[src/rtl/core/ets_pkg.sv]
// Package for the edge timing statistics core: payload structs, request codes,
// ring depths and reset constants. No dependencies.
`default_nettype none
package ets_pkg;
    localparam int PULSE_DEPTH = 64;
    localparam int RISE_DEPTH  = 16;
    localparam int PW = $clog2(PULSE_DEPTH);
    localparam int RW = $clog2(RISE_DEPTH);

    localparam logic [31:0] GAP_RESET = 32'd5000;
    localparam logic [31:0] ALL_ONES  = 32'hFFFF_FFFF;

    typedef enum logic [2:0] {
        REQ_EDGE  = 3'd0,
        REQ_TAIL  = 3'd1,
        REQ_CLEAR = 3'd2,
        REQ_START = 3'd3,
        REQ_PULSE = 3'd4,
        REQ_RISE  = 3'd5
    } req_t;

    typedef struct packed {
        logic [2:0]  req_type;
        logic        level;
        logic [31:0] time_us;
        logic [5:0]  read_index;
    } in_item_t;

    typedef struct packed {
        logic [31:0] edge_count;
        logic [31:0] high_time;
        logic [31:0] low_time;
        logic [31:0] min_pulse;
        logic [31:0] max_pulse;
        logic [31:0] burst_count;
        logic [31:0] burst_edge_count;
        logic [31:0] max_gap;
        logic        max_gap_was_high;
        logic [6:0]  pulse_entries;
        logic [31:0] read_data;
        logic        read_valid;
    } out_item_t;

    // classified operation passed from front to back
    typedef struct packed {
        logic        is_edge;
        logic        is_tail;
        logic        is_clear;
        logic        set_level;
        logic        is_pulse_rd;
        logic        is_rise_rd;
        logic        level;
        logic [31:0] time_us;
        logic [5:0]  read_index;
    } op_t;
endpackage
`default_nettype wire

[src/rtl/core/ets_front.sv]
// Front end: accepts input beats, decodes request type, pushes ops into a
// two-entry queue. Depends on ets_pkg.
`default_nettype none
module ets_front (
    input  wire logic             clk,
    input  wire logic             rst_n,
    input  wire logic             in_valid,
    output logic                  in_stall,
    input  wire ets_pkg::in_item_t in_data,
    output logic                  op_valid,
    input  wire logic             op_take,
    output ets_pkg::op_t          op
);
    ets_pkg::op_t q_reg [2];
    logic         rd_ptr_reg, rd_ptr_next;
    logic         wr_ptr_reg, wr_ptr_next;
    logic [1:0]   cnt_reg, cnt_next;
    ets_pkg::op_t dec;
    logic         push, pop;

    // request decode
    always_comb
    begin
        dec = '0;
        dec.level      = in_data.level;
        dec.time_us    = in_data.time_us;
        dec.read_index = in_data.read_index;
        unique case (in_data.req_type)
            ets_pkg::REQ_EDGE:  dec.is_edge = 1'b1;
            ets_pkg::REQ_TAIL:  dec.is_tail = 1'b1;
            ets_pkg::REQ_CLEAR: dec.is_clear = 1'b1;
            ets_pkg::REQ_START:
            begin
                dec.is_clear  = 1'b1;
                dec.set_level = 1'b1;
            end
            ets_pkg::REQ_PULSE: dec.is_pulse_rd = 1'b1;
            ets_pkg::REQ_RISE:  dec.is_rise_rd = 1'b1;
            default: ;
        endcase
    end

    assign in_stall = (cnt_reg == 2'd2);
    assign push     = in_valid && !in_stall;
    assign op_valid = (cnt_reg != 2'd0);
    assign pop      = op_valid && op_take;
    assign op       = q_reg[rd_ptr_reg];

    always_comb
    begin
        rd_ptr_next = rd_ptr_reg ^ pop;
        wr_ptr_next = wr_ptr_reg ^ push;
        cnt_next    = cnt_reg + {1'b0, push} - {1'b0, pop};
    end

    always_ff @(posedge clk or negedge rst_n)
    begin
        if (!rst_n)
        begin
            rd_ptr_reg <= 1'b0;
            wr_ptr_reg <= 1'b0;
            cnt_reg    <= 2'd0;
        end
        else
        begin
            rd_ptr_reg <= rd_ptr_next;
            wr_ptr_reg <= wr_ptr_next;
            cnt_reg    <= cnt_next;
        end
    end

    always_ff @(posedge clk)
    begin
        if (push)
            q_reg[wr_ptr_reg] <= dec;
    end

    a_cnt_range: assert property (@(posedge clk) disable iff (!rst_n)
        cnt_reg != 2'd3) else $error("queue count out of range");
    a_no_push_full: assert property (@(posedge clk) disable iff (!rst_n)
        cnt_reg == 2'd2 |-> !push) else $error("push into full queue");
    a_cnt_step: assert property (@(posedge clk) disable iff (!rst_n)
        push && !pop |=> cnt_reg == $past(cnt_reg) + 2'd1)
        else $error("queue count did not advance");
endmodule
`default_nettype wire

[src/rtl/core/ets_back.sv]
// Back end: applies ops to statistics and rings, registers one result per op
// with a skid stage toward the output. Depends on ets_pkg.
`default_nettype none
module ets_back (
    input  wire logic               clk,
    input  wire logic               rst_n,
    input  wire logic [31:0]        gap_threshold,
    input  wire logic               op_valid,
    output logic                    op_take,
    input  wire ets_pkg::op_t       op,
    output logic                    out_valid,
    input  wire logic               out_stall,
    output ets_pkg::out_item_t      out_data
);
    localparam int PD = ets_pkg::PULSE_DEPTH;
    localparam int RD = ets_pkg::RISE_DEPTH;
    localparam int PW = ets_pkg::PW;
    localparam int RW = ets_pkg::RW;

    logic        level_reg;
    logic [31:0] last_time_reg;
    logic [31:0] edge_reg, high_reg, low_reg, min_reg, max_reg;
    logic [31:0] gapcnt_reg, short_reg, lgap_reg;
    logic        lgap_lvl_reg;
    logic [PW-1:0] p_head_reg;
    logic [PW:0]   p_held_reg;
    logic [RW-1:0] r_head_reg;
    logic [RW:0]   r_held_reg;
    logic [31:0] pulse_mem [PD];
    logic [31:0] rise_mem [RD];

    // stage 1: statistics update, read addresses and a registered read
    logic        s1_valid_reg;
    logic        s1_pulse_rd_reg, s1_rise_rd_reg, s1_ok_reg;
    logic [31:0] s1_pa_reg, s1_ra_reg, s1_rb_reg;
    logic        adv;

    // output buffer: main + skid
    logic               ob_valid_reg, sk_valid_reg;
    ets_pkg::out_item_t ob_reg, sk_reg;
    ets_pkg::out_item_t res;

    logic [31:0] dt;
    logic        big;
    logic        rise;
    logic [PW-1:0] p_addr;
    logic [RW-1:0] r_addr_a, r_addr_b;
    logic        p_ok, r_ok;

    assign dt   = op.time_us - last_time_reg;
    assign big  = dt >= gap_threshold;
    assign rise = !level_reg && op.level;
    assign p_addr = p_head_reg - p_held_reg[PW-1:0] + op.read_index[PW-1:0];
    assign r_addr_a = r_head_reg - r_held_reg[RW-1:0] + op.read_index[RW-1:0];
    assign r_addr_b = r_addr_a + 1'b1;
    assign p_ok = {1'b0, op.read_index} < 7'(p_held_reg);
    assign r_ok = ({1'b0, op.read_index} + 7'd1) < 7'(r_held_reg);

    // accept only when skid is free and the s1 result is not about to move
    // into it, so every s1 result always has a place
    assign op_take = !sk_valid_reg && !(s1_valid_reg && ob_valid_reg && out_stall);
    assign adv     = op_valid && op_take;

    // statistics and ring state
    always_ff @(posedge clk or negedge rst_n)
    begin
        if (!rst_n)
        begin
            level_reg <= 1'b0; last_time_reg <= '0;
            edge_reg <= '0; high_reg <= '0; low_reg <= '0;
            min_reg <= ets_pkg::ALL_ONES; max_reg <= '0;
            gapcnt_reg <= '0; short_reg <= '0; lgap_reg <= '0;
            lgap_lvl_reg <= 1'b0;
            p_head_reg <= '0; p_held_reg <= '0;
            r_head_reg <= '0; r_held_reg <= '0;
        end
        else if (adv)
        begin
            if (op.is_edge)
            begin
                if (level_reg) high_reg <= high_reg + dt;
                else low_reg <= low_reg + dt;
                if (dt < min_reg) min_reg <= dt;
                if (dt > max_reg) max_reg <= dt;
                p_head_reg <= p_head_reg + 1'b1;
                if (p_held_reg != (PW+1)'(PD)) p_held_reg <= p_held_reg + 1'b1;
                if (big)
                begin
                    gapcnt_reg <= gapcnt_reg + 32'd1;
                    if (dt > lgap_reg)
                    begin
                        lgap_reg <= dt;
                        lgap_lvl_reg <= level_reg;
                    end
                end
                else
                    short_reg <= short_reg + 32'd1;
                if (rise)
                begin
                    r_head_reg <= r_head_reg + 1'b1;
                    if (r_held_reg != (RW+1)'(RD)) r_held_reg <= r_held_reg + 1'b1;
                end
                edge_reg <= edge_reg + 32'd1;
                level_reg <= op.level;
                last_time_reg <= op.time_us;
            end
            else if (op.is_tail)
            begin
                if (level_reg) high_reg <= high_reg + dt;
                else low_reg <= low_reg + dt;
                if (big && dt > lgap_reg)
                begin
                    lgap_reg <= dt;
                    lgap_lvl_reg <= level_reg;
                end
                last_time_reg <= op.time_us;
            end
            else if (op.is_clear)
            begin
                if (op.set_level) level_reg <= op.level;
                last_time_reg <= op.time_us;
                edge_reg <= '0; high_reg <= '0; low_reg <= '0;
                min_reg <= ets_pkg::ALL_ONES; max_reg <= '0;
                gapcnt_reg <= '0; short_reg <= '0; lgap_reg <= '0;
                lgap_lvl_reg <= 1'b0;
                p_head_reg <= '0; p_held_reg <= '0;
                r_head_reg <= '0; r_held_reg <= '0;
            end
        end
    end

    // ring memories: one write and registered reads
    always_ff @(posedge clk)
    begin
        if (adv && op.is_edge)
            pulse_mem[p_head_reg] <= dt;
        if (adv && op.is_edge && rise)
            rise_mem[r_head_reg] <= op.time_us;
        if (adv)
        begin
            s1_pa_reg <= pulse_mem[p_addr];
            s1_ra_reg <= rise_mem[r_addr_a];
            s1_rb_reg <= rise_mem[r_addr_b];
            s1_pulse_rd_reg <= op.is_pulse_rd;
            s1_rise_rd_reg  <= op.is_rise_rd;
            s1_ok_reg <= op.is_pulse_rd ? p_ok : r_ok;
        end
    end

    always_ff @(posedge clk or negedge rst_n)
    begin
        if (!rst_n) s1_valid_reg <= 1'b0;
        else s1_valid_reg <= adv;
    end

    // assemble result from state after the update
    always_comb
    begin
        res.edge_count       = edge_reg;
        res.high_time        = high_reg;
        res.low_time         = low_reg;
        res.min_pulse        = min_reg;
        res.max_pulse        = max_reg;
        res.burst_count      = gapcnt_reg;
        res.burst_edge_count = short_reg;
        res.max_gap          = lgap_reg;
        res.max_gap_was_high = lgap_lvl_reg;
        res.pulse_entries    = 7'(p_held_reg);
        res.read_data        = '0;
        res.read_valid       = 1'b0;
        if (s1_pulse_rd_reg && s1_ok_reg)
        begin
            res.read_data  = s1_pa_reg;
            res.read_valid = 1'b1;
        end
        else if (s1_rise_rd_reg && s1_ok_reg && s1_rb_reg > s1_ra_reg)
        begin
            res.read_data  = s1_rb_reg - s1_ra_reg;
            res.read_valid = 1'b1;
        end
    end

    // output register with skid
    always_ff @(posedge clk or negedge rst_n)
    begin
        if (!rst_n)
        begin
            ob_valid_reg <= 1'b0;
            sk_valid_reg <= 1'b0;
        end
        else
        begin
            if (!ob_valid_reg || !out_stall)
            begin
                ob_valid_reg <= sk_valid_reg || s1_valid_reg;
                sk_valid_reg <= 1'b0;
            end
            else if (s1_valid_reg)
                sk_valid_reg <= 1'b1;
        end
    end

    always_ff @(posedge clk)
    begin
        if (!ob_valid_reg || !out_stall)
            ob_reg <= sk_valid_reg ? sk_reg : res;
        else if (s1_valid_reg)
            sk_reg <= res;
    end

    assign out_valid = ob_valid_reg;
    assign out_data  = ob_reg;

    a_held_range: assert property (@(posedge clk) disable iff (!rst_n)
        p_held_reg <= (PW+1)'(PD) && r_held_reg <= (RW+1)'(RD))
        else $error("ring fill count out of range");
    a_skid_needs_out: assert property (@(posedge clk) disable iff (!rst_n)
        sk_valid_reg |-> ob_valid_reg) else $error("skid full with output empty");
    a_no_drop: assert property (@(posedge clk) disable iff (!rst_n)
        sk_valid_reg |-> !s1_valid_reg) else $error("result would be dropped");
endmodule
`default_nettype wire

[src/rtl/core/edge_timing_statistics_core.sv]
// Edge timing statistics core, top level: gap threshold register, front
// decoder/queue and back statistics engine. Depends on ets_pkg, ets_front, ets_back.
//
// Usage: input beats (in_valid/in_stall, in_data) carry edge, close tail,
// reset window, start, read pulse and read rise period requests. Each beat
// yields exactly one result beat (out_valid/out_stall, out_data) with all
// statistics after the update plus read data for read requests.
// Throughput: one item per cycle while the output is not stalled, set by the
// subtract/compare/add update in the back end. From accept to result an item
// passes the queue, the update with registered ring read and the output register.
// The threshold port (cfg_valid/cfg_ready) always accepts; write only when
// idle. Reset clears all statistics and sets the threshold to 5000; ring
// contents are undefined until written. When the receiver stalls, results
// fill the output register and skid stage, then the queue, then in_stall
// rises; nothing is lost.
`default_nettype none
module edge_timing_statistics_core (
    input  wire logic               clk,
    input  wire logic               rst_n,
    input  wire logic               in_valid,
    output logic                    in_stall,
    input  wire ets_pkg::in_item_t  in_data,
    output logic                    out_valid,
    input  wire logic               out_stall,
    output ets_pkg::out_item_t      out_data,
    input  wire logic               cfg_valid,
    output logic                    cfg_ready,
    input  wire logic [31:0]        cfg_data
);
    logic [31:0]  gap_reg;
    logic         op_valid, op_take;
    ets_pkg::op_t op;

    assign cfg_ready = 1'b1;

    // threshold register
    always_ff @(posedge clk or negedge rst_n)
    begin
        if (!rst_n) gap_reg <= ets_pkg::GAP_RESET;
        else if (cfg_valid && cfg_ready) gap_reg <= cfg_data;
    end

    ets_front u_front (
        .clk(clk), .rst_n(rst_n),
        .in_valid(in_valid), .in_stall(in_stall), .in_data(in_data),
        .op_valid(op_valid), .op_take(op_take), .op(op)
    );

    ets_back u_back (
        .clk(clk), .rst_n(rst_n), .gap_threshold(gap_reg),
        .op_valid(op_valid), .op_take(op_take), .op(op),
        .out_valid(out_valid), .out_stall(out_stall), .out_data(out_data)
    );
endmodule
`default_nettype wire
[config.mk]
export PLATFORM = sky130hd
export DESIGN_NAME = edge_timing_statistics_core
export DESIGN_NICKNAME = d
export VERILOG_FILES = /design/src/rtl/core/ets_pkg.sv /design/src/rtl/core/ets_front.sv /design/src/rtl/core/ets_back.sv /design/src/rtl/core/edge_timing_statistics_core.sv
export SDC_FILE = /design/constraint.sdc
export NUM_CORES = 2
export LEC_CHECK = 0
export BUFFER_PORTS_ARGS = -buffer_cell sky130_fd_sc_hd__buf_4
export CAP_MARGIN = 20
export CORE_ASPECT_RATIO = 0.9
export CORE_MARGIN = 2
export CORE_UTILIZATION = 45
export CTS_BUF_LIST = sky130_fd_sc_hd__clkbuf_16
export DETAILED_ROUTE_END_ITERATION = 12
export HOLD_SLACK_MARGIN = 0.15
export PLACE_DENSITY_LB_ADDON = 0.15
export SLEW_MARGIN = 5
export SYNTH_ARGS = -nofsm -noshare
export SYNTH_HDL_FRONTEND = slang
export SYNTH_SLANG_ARGS = --single-unit
[constraint.sdc]
create_clock -name clk -period 13.7 [get_ports clk]
set_clock_uncertainty 0.15 [all_clocks]
set_input_delay 2.74 -clock clk [delete_from_list [all_inputs] [get_ports clk]]
set_output_delay 2.74 -clock clk [all_outputs]
set_load 0.005 [all_outputs]
### Yosys cells after proc, flatten, opt, wreduce, memory -nomap -nowiden

Memory sizes are Yosys's and may differ from the RTL's. A register that Yosys moved wholly into a read port is not among the register bits.
Index checks and enable logic that the tools add are counted.

| word-level totals | value |
|---|---|
| bits in registers | 948 |
| memory bits (writable) | 2650 |
| bits of input ports | 79 |
| output and inout port bits | 300 |
| word-level logic and storage cells | 209 |
| memories kept | 3 |

Memory list:

| memory | words | width | read ports | clocked after Yosys merged registers in | write ports | line | RTL |
|---|---|---|---|---|---|---|---|
| u_back.pulse_mem | 64 | 32 | 1 | 1 | 1 | ets_back.sv:29 | `logic [31:0] pulse_mem [PD];` |
| u_back.rise_mem | 16 | 32 | 2 | 2 | 1 | ets_back.sv:30 | `logic [31:0] rise_mem [RD];` |
| u_front.q_reg | 2 | 45 | 1 | 0 | 1 | ets_front.sv:14 | `ets_pkg::op_t q_reg [2];` |

| operators by class | value |
|---|---|
| $add $sub $neg | 19 |
| $lt $le $gt $ge | 7 |
| equality and inequality tests | 18 |
| mux-type cells | 71 |
| bitwise operators | 3 |
| reduce and logical (&&, ||, !) cells | 39 |

Operators by type and width:

| cell | count |
|---|---|
| $mux 32 | 27 |
| $mux 297 | 1 |
| $add 32x1->32 const B | 3 |
| $gt 32x32->1 | 3 |
| $mux 33 | 2 |
| $add 32x32->32 | 2 |
| $sub 32x32->32 | 2 |
| $ge 32x32->1 | 1 |
| $lt 32x32->1 | 1 |
| $mux 7 | 4 |
| $reduce_and 4->1 | 7 |
| $mux 1 | 25 |
| $mux 5 | 5 |
| $mux 6 | 3 |
| $mux 4 | 4 |
| $ne 2x2->1 const B | 8 |
| $logic_and 1x1->1 | 12 |
| $reduce_and 5->1 | 2 |
| $add 4x1->4 const B | 2 |
| $reduce_bool 2->1 | 4 |
| $add 6x1->7 const B | 1 |
| $add 7x1->7 const B | 1 |
| $lt 6x7->1 | 1 |
| $lt 7x5->1 | 1 |
| other kinds (25) | 35 |

### Logic depth before layout (Yosys ltp)

| depth | value |
|---|---|
| depth after elaboration | 9 |
| gate-level depth with buffers | 28 |
| gate-level depth less buffers | 22 |

### Hierarchy

Synthesis repeated with hierarchy kept, for this count alone.

| unflattened totals | value |
|---|---|
| cells, all modules | 8251 |
| area, all modules | 153938.9 sq um |

Modules (own cells, without submodules):

| module | instances | cells an instance | area an instance (sq um) | sequential area each (sq um) |
|---|---|---|---|---|
| ets_back | 1 | 8014 | 148865.3 | 105606.3 |
| ets_front | 1 | 167 | 3711.1 | 2802.7 |
| edge_timing_statistics_core | 1 | 70 | 1362.6 | 807.0 |

### Worst setup path before layout

OpenSTA, ideal clock, no wires.

| path | value |
|---|---|
| path kind | input to register |
| start | input out_stall |
| end | memory u_back.rise_mem[4][0], enable pin |
| setup time | 0.501 ns |
| arrival time | 12.195 ns |
| data required time | 13.049 ns |
| path slack | 0.853 ns |
| cell stages on the path | 8 |
| path buffers | 2 |
| cell sequence | and3_1 -> or3_1 -> buf_4 -> clkinv_4 -> nand2_1 -> or3_1 -> clkbuf_1 -> nor4_1 |

| on the way | value |
|---|---|
| cells in the longest elaborated chain, start to end | 8 |

Ends and longest elaborated chain:

| element | line | RTL |
|---|---|---|
| start, declared | edge_timing_statistics_core.sv:24 | `input wire logic out_stall,` |
| $logic_and 1x1->1 | ets_back.sv:61 | `assign op_take = !sk_valid_reg && !(s1_valid_reg && ob_valid_reg && out_stall);` |
| $logic_not 1->1 | ets_back.sv:61 |  |
| $logic_and 1x1->1 | ets_back.sv:61 |  |
| $logic_and 1x1->1 | ets_back.sv:62 | `assign adv = op_valid && op_take;` |
| via u_back.adv | ets_back.sv:36 | `logic adv;` |
| $logic_and 1x1->1 (2 in a row) | ets_back.sv:137 | `if (adv && op.is_edge && rise)` |
| $mux 1 | ets_back.sv:137 |  |
| $mux 1 (implied by the code) | ets_back.sv:138 | `rise_mem[r_head_reg] <= op.time_us;` |
| end, declared | ets_back.sv:30 |  |

The timed path passes the listed nets, and every way through them passes these cells.

==> run summary <==
Outcome - complete, no violations
Die area - 348000 sq um
Drt first pass iters - 5
Core area - 341000 sq um
Mapped Cells - 8258
Worst EP arrival - 9430 ps
Hold EP - u_back.sk_reg[43]
Sequential share of the synthesized area - 0.708
Seq cells post-synth - 3694
DP HPWL - 254 mm
Synthesized Nets - 8638
# fillers - 27000
Hold crit path type - reg -> reg
# setup viols final - 0
Worst-path cell chain - buf_4 > mux2i_1 > inv_1 > ha_1 > nor2b_1 > o31a_1 > o211ai_4 > o211ai_4 > o311ai_2 > a21oi_2 > o21a_1 > o21ai_0 > and2_2 > buf_4 > ha_1 > a21o_1 > a21o_1 > a21oi_1 > o21ai_0 > a21oi_1 > o21a_1 > a221oi_1 > a21oi_4 > a22o_1
Largest net degree at the start of global routing - 150
Overall Global Routing Usage - 0.245
# hold bufs at CTS - 0
Clock tree buffer depth - 4
CP peak stage delay - 810 ps
Gpl congestion - 0.838
WP buf/inv - 3
CP Capture Type - flop
Sink Count - 3694
Vias per inst - 6.02
Final nets - 9235
Port Buf Inserts - 377
Reg2Reg Depth - 24
CTS tree - done
Worst skew pair latency - 960 ps
Tcrit/Tclk final - 0.636
Async SR Flop Fraction - 0.0950
Hold Vio Cnt, Final - 0
Setup Buffers After CTS - 0
Setup_tns - 0 ps
Slew Viols, Final - 0
Max FO, Critical Path - 67
Initial core utilization - 0.453
FF-to-FF Start - u_front.rd_ptr_reg
Initial antenna violation count - 33
Layout cell share with drive strength beyond 1 - 0.278
Inserted Clock Buffers - 382
Max cap viols - 0
Reg-to-reg endpoint - u_back.lgap_reg[22]
# H-tree levels - 5
CP max stage cell - a21oi_4
Reg2Reg Setup Slack - 4980 ps
CP top delay family - compound AO/OA/AOI/OAI gates
CTS-repair resized insts - 0
Min-delay src - u_back.lgap_reg[2]
Hold path depth - 0
Drt total wl - 431 mm
First-pass GRT wire length - 612 mm
Final core utilization - 0.518
Top reg by flops - u_back.pulse_mem
Synth warnings - 0
Via count - 82500
Worst EP required - 14410 ps
DIE HEIGHT - 560 microns
Critical path startpoint category - flop
Die width - 621 microns
Syn avg cell area - 18.7 sq um
Io pins - 379
Slew Limit Headroom - 0.243
Max FFs per register - 2048
ANT nets after route - 0
F_max - 115 MHz
Worst Tran Pin Value - 1130 ps
Number of global-route vias before repair - 83600
RSZ-0062 raised after global routing - no
Main synth FF type - edfxtp_1
Worst Setup Path Type - reg -> reg
Row count - 203
Post-DR wirelength/cell - 31.4 microns
1st-iter DRT viols - 8520
Worst-path clk slew - 60 ps
Synthesized area - 154000 sq um
Grt ovf - 0
DRC viols - 0
Fin crit period - 8720 ps
Largest registers - u_back.pulse_mem (2048), u_back.rise_mem (512)
Distinct cell type count after synthesis - 107
Synthesis-to-finish area growth - 14.4%
Root Driver - clkbuf_16
Most common cell after layout, fill and taps aside - edfxtp_1
Most frequent cells in the layout - edfxtp_1, mux4_2, buf_4
Post-synth EDFFs - 3343
-- per-stage QoR --
step | instances | hold slack (ps) | setup slack (ps) | area (sq um)
global placement | 13000 | 288 | 5190 | 164000
CTS | 13700 | 307 | 4940 | 176000
finish | 13700 | 304 | 4980 | 177000
floorplan | 8258 | 275 | 853 | 154000
global route | 13700 | 336 | 4460 | 177000
detailed placement | 13000 | 292 | 4970 | 164000
-- routing by layer --
layer,vias to the layer above,wire length [microns],track usage
met3,608,32600,0.0448
met2,3173,206000,0.395
met4,12,13900,0.0768
met1,44000,178000,0.339
met5,-,78,0
li1,34700,-,-
-- cells by family after synthesis --
logic type	after synthesis	synth area share
other cells	1	0.0000243
mux	1269	0.160
xor+xnor	170	0.00987
simple gates	1091	0.0348
buf+inv	670	0.0171
compound gates	1062	0.0455
fa+ha+maj	301	0.0250
flops	3694	0.708
-- Yosys cell counts (all sizes together) (18+ instances only) --
cell type / number / area share
edfxtp: 3343 / 0.65
mux4: 929 / 0.14
nand2: 358 / 0.0087
dfrtp: 314 / 0.051
o21ai: 305 / 0.010
ha: 289 / 0.023
inv: 280 / 0.0068
clkbuf: 277 / 0.0067
mux2: 257 / 0.019
a21oi: 252 / 0.0083
nor2: 231 / 0.0057
buf: 111 / 0.0035
a21o: 105 / 0.0051
a22o: 91 / 0.0052
nor2b: 91 / 0.0037
nand3: 89 / 0.0029
xnor2: 86 / 0.0051
xor2: 84 / 0.0048
mux2i: 83 / 0.0054
a211oi: 82 / 0.0040
nand4: 68 / 0.0028
and3: 41 / 0.0017
nor3: 41 / 0.0015
or3: 41 / 0.0017
dfstp: 37 / 0.0063
nand2b: 33 / 0.0014
o22a: 32 / 0.0018
o211ai: 31 / 0.0017
o21a: 30 / 0.0015
and2: 22 / 0.00089
o31ai: 21 / 0.0012
nor4: 18 / 0.00087
o21bai: 18 / 0.00095
-- layout make-up --
cell class                      instances  area, sq um  area share
Antenna cell                           14         35.0    0.000198
Clock buffer                          393         9830      0.0557
Clock inverter                        310         2460      0.0139
Inverter                              282         1060     0.00602
Multi-Input combinational cell       3894        43500       0.246
Sequential cell                      3694       109000       0.619
Tap cell                             4510         5640      0.0320
Timing Repair Buffer                  601         4770      0.0270
-- how the worst max path moves through the flow --
stage,startpoint,end,slack [ps],cells past startpoint
after global placement,u_front.rd_ptr_reg,u_back.lgap_reg[29],5190,24
after floorplan,out_stall,u_back.rise_mem[4][0],850,8
after global routing,u_front.rd_ptr_reg,u_back.lgap_reg[13],4460,24
after detailed placement,u_front.rd_ptr_reg,u_back.lgap_reg[29],4970,24
after CTS,u_front.rd_ptr_reg,u_back.lgap_reg[29],4940,24
final,u_front.rd_ptr_reg,u_back.lgap_reg[22],4980,24
Power is not shown: default switching activity piles up to over one toggle a cycle in this logic, so the estimate is an artifact.
